--- config.mk ---
export PLATFORM = sky130hd
export DESIGN_NAME = round_robin_job_scheduler
export DESIGN_NICKNAME = d
export VERILOG_FILES = /design/src/hdl/rrjs_pkg.sv /design/src/hdl/rrjs_ctrl.sv /design/src/hdl/rrjs_dp.sv /design/src/hdl/round_robin_job_scheduler.sv
export SDC_FILE = /design/constraint.sdc
export NUM_CORES = 2
export LEC_CHECK = 0
export BUFFER_PORTS_ARGS = -buffer_cell sky130_fd_sc_hd__buf_2
export CAP_MARGIN = 20
export CORE_ASPECT_RATIO = 0.8
export CORE_MARGIN = 2
export CORE_UTILIZATION = 39
export DETAILED_ROUTE_END_ITERATION = 8
export GPL_TIMING_DRIVEN = 0
export PLACE_DENSITY = 0.56
export SLEW_MARGIN = 10
export SYNTH_ARGS = -nofsm -noshare
export SYNTH_HDL_FRONTEND = slang
export SYNTH_SLANG_ARGS = --single-unit
--- constraint.sdc ---
create_clock -name clock -period 4.63 [get_ports clock]
set_input_delay 0 -clock clock [delete_from_list [all_inputs] [get_ports clock]]
set_output_delay 0 -clock clock [all_outputs]
set_load 0.01 [all_outputs]
--- src/hdl/rrjs_pkg.sv ---
package rrjs_pkg;

   localparam int ID_W       = 8;
   localparam int LEN_IN_W   = 16;
   localparam int SLICE_W    = 8;
   localparam int TIME_W     = 32;
   localparam int REQ_DATA_W = 24;
   localparam int RSP_DATA_W = 56;
   localparam int CSR_ADDR_W = 3;
   localparam int CSR_DATA_W = 32;
   localparam int QUANTUM_W  = 8;

   localparam logic CMD_ARRIVE = 1'b0;
   localparam logic CMD_TICK   = 1'b1;

   localparam logic STATUS_OK   = 1'b0;
   localparam logic STATUS_FULL = 1'b1;

   localparam logic REG_MODE    = 1'b0;
   localparam logic REG_QUANTUM = 1'b1;

   localparam logic                 MODE_RESET    = 1'b1;
   localparam logic [QUANTUM_W-1:0] QUANTUM_RESET = 8'd4;
   localparam logic [SLICE_W-1:0]   SLICE_MAX     = 8'hFF;

   typedef struct packed {
      logic arrive;
      logic tick_start;
      logic dispatch;
      logic work;
      logic load_out;
   } ctrl_cmd_type;

   typedef struct packed {
      logic out_free;
   } dp_status_type;

endpackage

--- src/hdl/rrjs_ctrl.sv ---
module rrjs_ctrl (
   input  logic                   clock,
   input  logic                   reset,
   input  logic                   req_tvalid,
   output logic                   req_tready,
   input  logic                   req_command,
   input  rrjs_pkg::dp_status_type status,
   output rrjs_pkg::ctrl_cmd_type  cmd
);
   import rrjs_pkg::*;

   localparam logic [1:0] ST_IDLE     = 2'd0;
   localparam logic [1:0] ST_DISPATCH = 2'd1;
   localparam logic [1:0] ST_WORK     = 2'd2;
   localparam logic [1:0] ST_EMIT     = 2'd3;

   logic [1:0] state_ff;
   logic [1:0] state_in;

   assign req_tready = (state_ff == ST_IDLE);

   always_comb begin
      state_in = state_ff;
      cmd      = '0;
      case (state_ff)
         ST_IDLE: begin
            if (req_tvalid) begin
               if (req_command == CMD_TICK) begin
                  cmd.tick_start = 1'b1;
                  state_in       = ST_DISPATCH;
               end else begin
                  cmd.arrive = 1'b1;
                  state_in   = ST_EMIT;
               end
            end
         end
         ST_DISPATCH: begin
            cmd.dispatch = 1'b1;
            state_in     = ST_WORK;
         end
         ST_WORK: begin
            cmd.work = 1'b1;
            state_in = ST_EMIT;
         end
         ST_EMIT: begin
            if (status.out_free) begin
               cmd.load_out = 1'b1;
               state_in     = ST_IDLE;
            end
         end
         default: begin
            state_in = ST_IDLE;
         end
      endcase
   end

   always_ff @(posedge clock) begin
      if (reset) begin
         state_ff <= ST_IDLE;
      end else begin
         state_ff <= state_in;
      end
   end

endmodule

--- src/hdl/rrjs_dp.sv ---
module rrjs_dp #(
   parameter int QUEUE_DEPTH = 64,
   parameter int LENGTH_BITS = 16
) (
   input  logic                             clock,
   input  logic                             reset,
   input  rrjs_pkg::ctrl_cmd_type            cmd,
   output rrjs_pkg::dp_status_type           status,
   input  logic                             rr_mode,
   input  logic [rrjs_pkg::QUANTUM_W-1:0]   quantum,
   input  logic [rrjs_pkg::ID_W-1:0]        job_id,
   input  logic [rrjs_pkg::LEN_IN_W-1:0]    job_length,
   output logic                             rsp_tvalid,
   input  logic                             rsp_tready,
   output logic [rrjs_pkg::RSP_DATA_W-1:0]  rsp_tdata
);
   import rrjs_pkg::*;

   localparam int LEN_W   = (LENGTH_BITS < LEN_IN_W) ? LENGTH_BITS : LEN_IN_W;
   localparam int PTR_W   = $clog2(QUEUE_DEPTH);
   localparam int CNT_W   = $clog2(QUEUE_DEPTH + 1);
   localparam int ENTRY_W = ID_W + LEN_W;
   localparam int PAD_W   = RSP_DATA_W - (3 + 2 * ID_W + TIME_W);
   localparam logic [PTR_W-1:0] LAST_PTR   = PTR_W'(QUEUE_DEPTH - 1);
   localparam logic [CNT_W-1:0] FULL_COUNT = CNT_W'(QUEUE_DEPTH);

   function automatic logic [PTR_W-1:0] next_ptr(input logic [PTR_W-1:0] p);
      return (p == LAST_PTR) ? '0 : p + PTR_W'(1);
   endfunction

   logic [ENTRY_W-1:0] queue_mem [QUEUE_DEPTH];
   logic [ENTRY_W-1:0] rd_data_ff;
   logic               mem_we;
   logic [PTR_W-1:0]   mem_waddr;
   logic [ENTRY_W-1:0] mem_wdata;

   logic [PTR_W-1:0]   head_ff, head_in;
   logic [PTR_W-1:0]   tail_ff, tail_in;
   logic [CNT_W-1:0]   count_ff, count_in;
   logic               busy_ff, busy_in;
   logic [ID_W-1:0]    cur_job_ff, cur_job_in;
   logic [LEN_W-1:0]   cur_rem_ff, cur_rem_in;
   logic [SLICE_W-1:0] slice_ff, slice_in;
   logic [TIME_W-1:0]  tick_ff, tick_in;
   logic               pop_ff, pop_in;
   logic               push_ff, push_in;

   logic               res_status_ff, res_status_in;
   logic               res_run_v_ff, res_run_v_in;
   logic [ID_W-1:0]    res_run_job_ff, res_run_job_in;
   logic               res_fin_v_ff, res_fin_v_in;
   logic [ID_W-1:0]    res_fin_job_ff, res_fin_job_in;
   logic [TIME_W-1:0]  res_fin_time_ff, res_fin_time_in;

   logic                  rsp_valid_ff, rsp_valid_in;
   logic [RSP_DATA_W-1:0] rsp_data_ff, rsp_data_in;

   logic full;
   logic empty;
   logic preempt;

   assign full    = (count_ff == FULL_COUNT);
   assign empty   = (count_ff == '0);
   assign preempt = rr_mode && busy_ff && (slice_ff >= quantum);

   assign status.out_free = !rsp_valid_ff || rsp_tready;
   assign rsp_tvalid      = rsp_valid_ff;
   assign rsp_tdata       = rsp_data_ff;

   always_comb begin
      head_in         = head_ff;
      tail_in         = tail_ff;
      count_in        = count_ff;
      busy_in         = busy_ff;
      cur_job_in      = cur_job_ff;
      cur_rem_in      = cur_rem_ff;
      slice_in        = slice_ff;
      tick_in         = tick_ff;
      pop_in          = pop_ff;
      push_in         = push_ff;
      res_status_in   = res_status_ff;
      res_run_v_in    = res_run_v_ff;
      res_run_job_in  = res_run_job_ff;
      res_fin_v_in    = res_fin_v_ff;
      res_fin_job_in  = res_fin_job_ff;
      res_fin_time_in = res_fin_time_ff;
      rsp_valid_in    = rsp_valid_ff;
      rsp_data_in     = rsp_data_ff;
      mem_we          = 1'b0;
      mem_waddr       = tail_ff;
      mem_wdata       = {job_id, job_length[LEN_W-1:0]};

      if (cmd.arrive) begin
         res_status_in   = full ? STATUS_FULL : STATUS_OK;
         res_run_v_in    = 1'b0;
         res_run_job_in  = '0;
         res_fin_v_in    = 1'b0;
         res_fin_job_in  = '0;
         res_fin_time_in = '0;
         if (!full) begin
            mem_we   = 1'b1;
            tail_in  = next_ptr(tail_ff);
            count_in = count_ff + CNT_W'(1);
         end
      end

      if (cmd.tick_start) begin
         tick_in = tick_ff + TIME_W'(1);
         pop_in  = 1'b0;
         push_in = 1'b0;
         if (preempt && empty) begin
            slice_in = '0;
         end else if (preempt) begin
            pop_in  = 1'b1;
            push_in = 1'b1;
         end else if (!busy_ff && !empty) begin
            pop_in = 1'b1;
         end
      end

      if (cmd.dispatch) begin
         if (push_ff) begin
            mem_we    = 1'b1;
            mem_wdata = {cur_job_ff, cur_rem_ff};
            tail_in   = next_ptr(tail_ff);
         end
         if (pop_ff) begin
            cur_job_in = rd_data_ff[ENTRY_W-1:LEN_W];
            cur_rem_in = rd_data_ff[LEN_W-1:0];
            busy_in    = 1'b1;
            slice_in   = '0;
            head_in    = next_ptr(head_ff);
            if (!push_ff) begin
               count_in = count_ff - CNT_W'(1);
            end
         end
      end

      if (cmd.work) begin
         res_status_in   = STATUS_OK;
         res_run_v_in    = busy_ff;
         res_run_job_in  = busy_ff ? cur_job_ff : '0;
         res_fin_v_in    = 1'b0;
         res_fin_job_in  = '0;
         res_fin_time_in = '0;
         if (busy_ff) begin
            if (slice_ff != SLICE_MAX) begin
               slice_in = slice_ff + SLICE_W'(1);
            end
            if (cur_rem_ff <= LEN_W'(1)) begin
               cur_rem_in      = '0;
               busy_in         = 1'b0;
               slice_in        = '0;
               res_fin_v_in    = 1'b1;
               res_fin_job_in  = cur_job_ff;
               res_fin_time_in = tick_ff + TIME_W'(1);
            end else begin
               cur_rem_in = cur_rem_ff - LEN_W'(1);
            end
         end
      end

      if (cmd.load_out) begin
         rsp_valid_in = 1'b1;
         rsp_data_in  = {PAD_W'(0), res_fin_time_ff, res_fin_job_ff, res_fin_v_ff,
                         res_run_job_ff, res_run_v_ff, res_status_ff};
      end else if (rsp_tready) begin
         rsp_valid_in = 1'b0;
      end
   end

   always_ff @(posedge clock) begin
      if (mem_we) begin
         queue_mem[mem_waddr] <= mem_wdata;
      end
      if (cmd.tick_start) begin
         rd_data_ff <= queue_mem[head_ff];
      end
   end

   always_ff @(posedge clock) begin
      if (reset) begin
         head_ff      <= '0;
         tail_ff      <= '0;
         count_ff     <= '0;
         busy_ff      <= 1'b0;
         cur_job_ff   <= '0;
         cur_rem_ff   <= '0;
         slice_ff     <= '0;
         tick_ff      <= '0;
         pop_ff       <= 1'b0;
         push_ff      <= 1'b0;
         rsp_valid_ff <= 1'b0;
      end else begin
         head_ff      <= head_in;
         tail_ff      <= tail_in;
         count_ff     <= count_in;
         busy_ff      <= busy_in;
         cur_job_ff   <= cur_job_in;
         cur_rem_ff   <= cur_rem_in;
         slice_ff     <= slice_in;
         tick_ff      <= tick_in;
         pop_ff       <= pop_in;
         push_ff      <= push_in;
         rsp_valid_ff <= rsp_valid_in;
      end
   end

   always_ff @(posedge clock) begin
      res_status_ff   <= res_status_in;
      res_run_v_ff    <= res_run_v_in;
      res_run_job_ff  <= res_run_job_in;
      res_fin_v_ff    <= res_fin_v_in;
      res_fin_job_ff  <= res_fin_job_in;
      res_fin_time_ff <= res_fin_time_in;
      rsp_data_ff     <= rsp_data_in;
   end

endmodule

--- src/hdl/round_robin_job_scheduler.sv ---
// Channel  Direction  Ports                         Carries
// req      in         req_tvalid/tready/tdata/tuser one arrive or tick command
// rsp      out        rsp_tvalid/tready/tdata       one result word per command
// csr      in/out     csr_psel..csr_pready          mode and quantum registers
//
// An arrive goes from idle to emit, a tick through dispatch and work to emit: the
// ready-queue memory has a registered read port, so the head is fetched, then dispatched, then worked on.
// The result sits in an output register; the next command is accepted while it
// waits, and the block holds in its last step only while the register is full and rsp_tready is low.
// Reset is synchronous; ready-queue contents are undefined until written.
module round_robin_job_scheduler #(
   parameter int QUEUE_DEPTH = 64,
   parameter int LENGTH_BITS = 16
) (
   input  logic                             clock,
   input  logic                             reset,
   input  logic                             req_tvalid,
   output logic                             req_tready,
   // job_id [7:0], job_length [23:8]
   input  logic [rrjs_pkg::REQ_DATA_W-1:0]  req_tdata,
   // command [0]
   input  logic [0:0]                       req_tuser,
   output logic                             rsp_tvalid,
   input  logic                             rsp_tready,
   // status [0], running_valid [1], running_job [9:2], finish_valid [10],
   // finish_job [18:11], finish_time [50:19], zero [55:51]
   output logic [rrjs_pkg::RSP_DATA_W-1:0]  rsp_tdata,
   input  logic                             csr_psel,
   input  logic                             csr_penable,
   input  logic                             csr_pwrite,
   input  logic [rrjs_pkg::CSR_ADDR_W-1:0]  csr_paddr,
   input  logic [rrjs_pkg::CSR_DATA_W-1:0]  csr_pwdata,
   output logic [rrjs_pkg::CSR_DATA_W-1:0]  csr_prdata,
   output logic                             csr_pready
);
   import rrjs_pkg::*;

   ctrl_cmd_type  cmd;
   dp_status_type status;

   logic                 mode_ff, mode_in;
   logic [QUANTUM_W-1:0] quantum_ff, quantum_in;
   logic                 csr_wr;

   assign csr_pready = 1'b1;
   assign csr_wr     = csr_psel && csr_penable && csr_pwrite && csr_pready;

   always_comb begin
      mode_in    = mode_ff;
      quantum_in = quantum_ff;
      if (csr_wr) begin
         case (csr_paddr[2])
            REG_MODE:    mode_in    = csr_pwdata[0];
            REG_QUANTUM: quantum_in = csr_pwdata[QUANTUM_W-1:0];
            default: begin
               mode_in = mode_ff;
            end
         endcase
      end
   end

   always_comb begin
      case (csr_paddr[2])
         REG_MODE:    csr_prdata = {(CSR_DATA_W - 1)'(0), mode_ff};
         REG_QUANTUM: csr_prdata = {(CSR_DATA_W - QUANTUM_W)'(0), quantum_ff};
         default:     csr_prdata = '0;
      endcase
   end

   always_ff @(posedge clock) begin
      if (reset) begin
         mode_ff    <= MODE_RESET;
         quantum_ff <= QUANTUM_RESET;
      end else begin
         mode_ff    <= mode_in;
         quantum_ff <= quantum_in;
      end
   end

   rrjs_ctrl u_ctrl (
      .clock       (clock),
      .reset       (reset),
      .req_tvalid  (req_tvalid),
      .req_tready  (req_tready),
      .req_command (req_tuser[0]),
      .status      (status),
      .cmd         (cmd)
   );

   rrjs_dp #(
      .QUEUE_DEPTH (QUEUE_DEPTH),
      .LENGTH_BITS (LENGTH_BITS)
   ) u_dp (
      .clock      (clock),
      .reset      (reset),
      .cmd        (cmd),
      .status     (status),
      .rr_mode    (mode_ff),
      .quantum    (quantum_ff),
      .job_id     (req_tdata[ID_W-1:0]),
      .job_length (req_tdata[ID_W+LEN_IN_W-1:ID_W]),
      .rsp_tvalid (rsp_tvalid),
      .rsp_tready (rsp_tready),
      .rsp_tdata  (rsp_tdata)
   );

endmodule

==> flow_metrics.py <==
metrics = {
    "clocking": {
        "cts_made_buffers": 169,
        "cts_buffer_depth": 3,
        "cts-root-buf": "clkbuf_16",
        "clock_sinks": 1760,
        "clk_pin_slew_worst_paths_ns": 0.06,
        "clk_latency_ns": 0.82,
        "cts_tree": "done",
        "cts_max_level": 4,
    },
    "place": {
        "finalWeightedCongestion": 0.882,
        "dp_hpwl_um": 148000,
        "pre_cts_slack_ns": 0.167,
        "placed_cells": 6073,
        "place_area_um2": 74900,
        "numPortBuffers": 100,
    },
    "status": {
        "status": "completed",
    },
    "timing": {
        "max_freq_ghz": 0.216,
        "finalSetupTns_ns": 0,
        "hold_violations": 0,
        "fin_crit_ns": 4.62,
        "fin_skew_ns": 0.0291,
        "worstMarginPinSlew_ns": 1.26,
        "setup_ws_ns": 0.00535,
        "max_slew_margin_pct": 16.3,
        "finalSetupViolCount": 0,
        "fin_crit_sh_pct": 99.9,
        "whs_ns": 0.0346,
        "drv_slew": 0,
        "rsz0062_at_grt": "no",
    },
    "floorplanning": {
        "ioPinCount": 158,
        "num_rows": 137,
        "core_um2": 175000,
        "die-area_um2": 179000,
        "start_util_pct": 39.3,
        "die_x_um": 473,
        "dieHeight_um": 379,
    },
    "synthesis": {
        "syn-cell-area_um2": 68600,
        "ys_seq_elements": 1760,
        "synthFlopType": "edfxtp_1",
        "async_flop_share_pct": 0,
        "synth.top_cell.area_share_pct": 72.7,
        "yosysMostFrequentCell": "edfxtp_1",
        "yosysWarnings": 0,
        "synth_seq_area_share_pct": 75.6,
        "yosys.area.top_type": "edfxtp_1",
        "synth_cell_type_count": 74,
        "netlist_top_cells_area": "edfxtp_1 (73%), mux4_2 (11%), dfxtp_1 (2.9%)",
        "syn_inst": 3538,
        "synth-edff-count": 1661,
        "avgSynthCellArea_um2": 19.4,
        "synthTopCellsByCount": "edfxtp_1 (1661), mux4_2 (339), nor2_1 (221), nand2_1 (116), mux2i_1 (105)",
    },
    "layout": {
        "syn2layout_area_growth_pct": 17.5,
        "fin_nets": 4103,
        "fin_cells": 6447,
        "utilization_pct": 46.2,
        "drive_gt1_share_pct": 25.3,
        "fillCellCount": 14660,
        "final_area_um2": 80600,
    },
    "setup_path": {
        "worstSetupPathType": "reg -> reg",
        "cp_max_fo": 10,
        "worstReg2RegEnd": "u_dp.rd_data_ff[10]$_DFFE_PP_",
        "cp-endpoint": "u_dp.rd_data_ff[10]$_DFFE_PP_",
        "r2r_slack_ns": 0.005,
        "rr_worst_depth": 8,
        "worstSetupEndpointType": "flip-flop",
        "start_kind": "flip-flop",
        "timing.rr.start": "u_dp.head_ff[2]$_SDFFE_PP0P_",
        "critical_path_required_ns": 5.11,
        "arrival_ns": 5.11,
        "crit_start": "u_dp.head_ff[2]$_SDFFE_PP0P_",
    },
    "global_routing": {
        "grt_pass1_wl_um": 304000,
        "grt_pass1_vias": 36487,
        "grt-ovfl-total": 0,
        "grt_max_degree": 65,
        "antenna_found_initial": 12,
        "grt_usage_pct": 24.7,
    },
    "power_and_ir_drop": {
        "p_leak_nw": 24.9,
        "ir_worst_vdd_uv": 409,
        "power.total_mw": 32.6,
        "power_density_nw_per_um2": 404,
    },
    "routing": {
        "drt-pass1-iter-count": 9,
        "wirelength_um": 222000,
        "drc_errors": 0,
        "postRouteAntennaNets": 0,
        "wl_per_cell_um": 34.5,
        "viasPerCell": 5.98,
        "drt_iter0_drc": 6257,
        "num_vias": 38563,
    },
    "worst_hold_path": {
        "whs_path_depth": 2,
        "min_path_type": "in -> reg",
    },
    "job": {
        "drv_cap": 0,
    },
}
## power by group
| part | internal [mW] | switching [mW] |
|---|---|---|
| clock network | 7.13 | 6.00 |
| logic | 0.526 | 1.09 |
| registers | 17.8 | 0.102 |
## flip-flops by register name, summed over array words and instances, names as in the netlist, 2 cells and up
| signal | count |
|---|---|
| u_dp.cur_rem_ff | 16 |
| u_ctrl.state_ff | 2 |
| u_dp.mem_waddr | 6 |
| u_dp.rd_data_ff | 24 |
| u_dp.rsp_tdata | 51 |
| u_dp.count_ff | 7 |
| u_dp.res_run_job_ff | 8 |
| quantum_ff | 8 |
| u_dp.res_fin_time_ff | 32 |
| u_dp.cur_job_ff | 8 |
| u_dp.queue_mem | 1536 |
| u_dp.slice_ff | 8 |
| u_dp.res_fin_job_ff | 8 |
| u_dp.head_ff | 6 |
| u_dp.tick_ff | 32 |
## layout by cell type, fill, tap and decap left out, types with 25 or more instances in the layout
master	n
a22oi_1	58
nand2_1	116
mux2i_1	105
a211oi_1	43
o221ai_1	27
nor2_1	160
buf_2	162
nor2_4	61
xor2_1	38
clkbuf_1	121
xnor2_1	28
a21oi_1	83
buf_16	25
o22ai_1	38
a22o_1	42
dlygate4sd3_1	56
buf_12	63
clkinv_2	25
dfxtp_1	99
conb_1	30
o21ai_0	44
nand3_1	44
mux4_2	339
buf_4	78
edfxtp_1	1661
clkbuf_16	172
clkinv_1	41
## worst min-delay path by stage
stage / from / endpoint / slack [ns]
after floorplan: csr_paddr[2] / csr_prdata[0] / 0.11
after global placement: csr_pwdata[2] / quantum_ff[2]$_SDFFE_PP1P_ / 0.23
after detailed placement: csr_pwdata[2] / quantum_ff[2]$_SDFFE_PP1P_ / 0.23
after CTS: req_tdata[16] / u_dp.queue_mem[33][8]$_DFFE_PP_ / 0.001
after global routing: req_tdata[16] / u_dp.queue_mem[33][8]$_DFFE_PP_ / 0.03
final: req_tdata[16] / u_dp.queue_mem[33][8]$_DFFE_PP_ / 0.03
## worst max-delay path: stages (launching register included)
cell and delay (ns):
dfxtp_1 0.31, buf_4 0.26, buf_2 0.61, nor2b_1 0.63, clkdlybuf4s15_1 0.77, a22oi_1 0.22
a21oi_1 0.47, nor2_1 0.25, a21oi_1 0.75
## what timing repair did
item,in CTS,in global routing
setup buffers,0,6
hold buffers,56,0
endpoints found under the hold margin,585,0
setup endpoints to repair,0,9
gates resized for setup,0,6
## layout make-up
| type | count | area, um2 | share of cell area [%] |
|---|---|---|---|
| Sequential cell | 1760 | 51900 | 64.3 |
| Multi-Input combinational cell | 1562 | 16100 | 20.0 |
| Clock buffer | 227 | 4550 | 5.64 |
| Timing Repair Buffer | 278 | 3340 | 4.14 |
| Tap cell | 2293 | 2870 | 3.56 |
| Buffer | 218 | 1280 | 1.59 |
| Clock inverter | 81 | 534 | 0.662 |
| Inverter | 26 | 98.8 | 0.123 |
| Antenna cell | 2 | 5.00 | 0.00621 |
## per-layer routing
metal	GRT usage, %	part of all wire (%)	up-vias
li1	-	-	15386
met1	36.0	42	20458
met2	35.6	43	2404
met3	7.86	12	307
met4	6.87	2.9	8
met5	0	0.028	-
## kinds of logic after synthesis
logic type	after synthesis	synth area share, %
mux	474	13.1
buf+inv	244	1.99
simple gates	551	3.82
flops	1760	75.6
xor+xnor	66	0.842
other cells	2	0.0109
compound gates	420	4.23
fa+ha+maj	21	0.383
(Power assumes the default switching activity.)
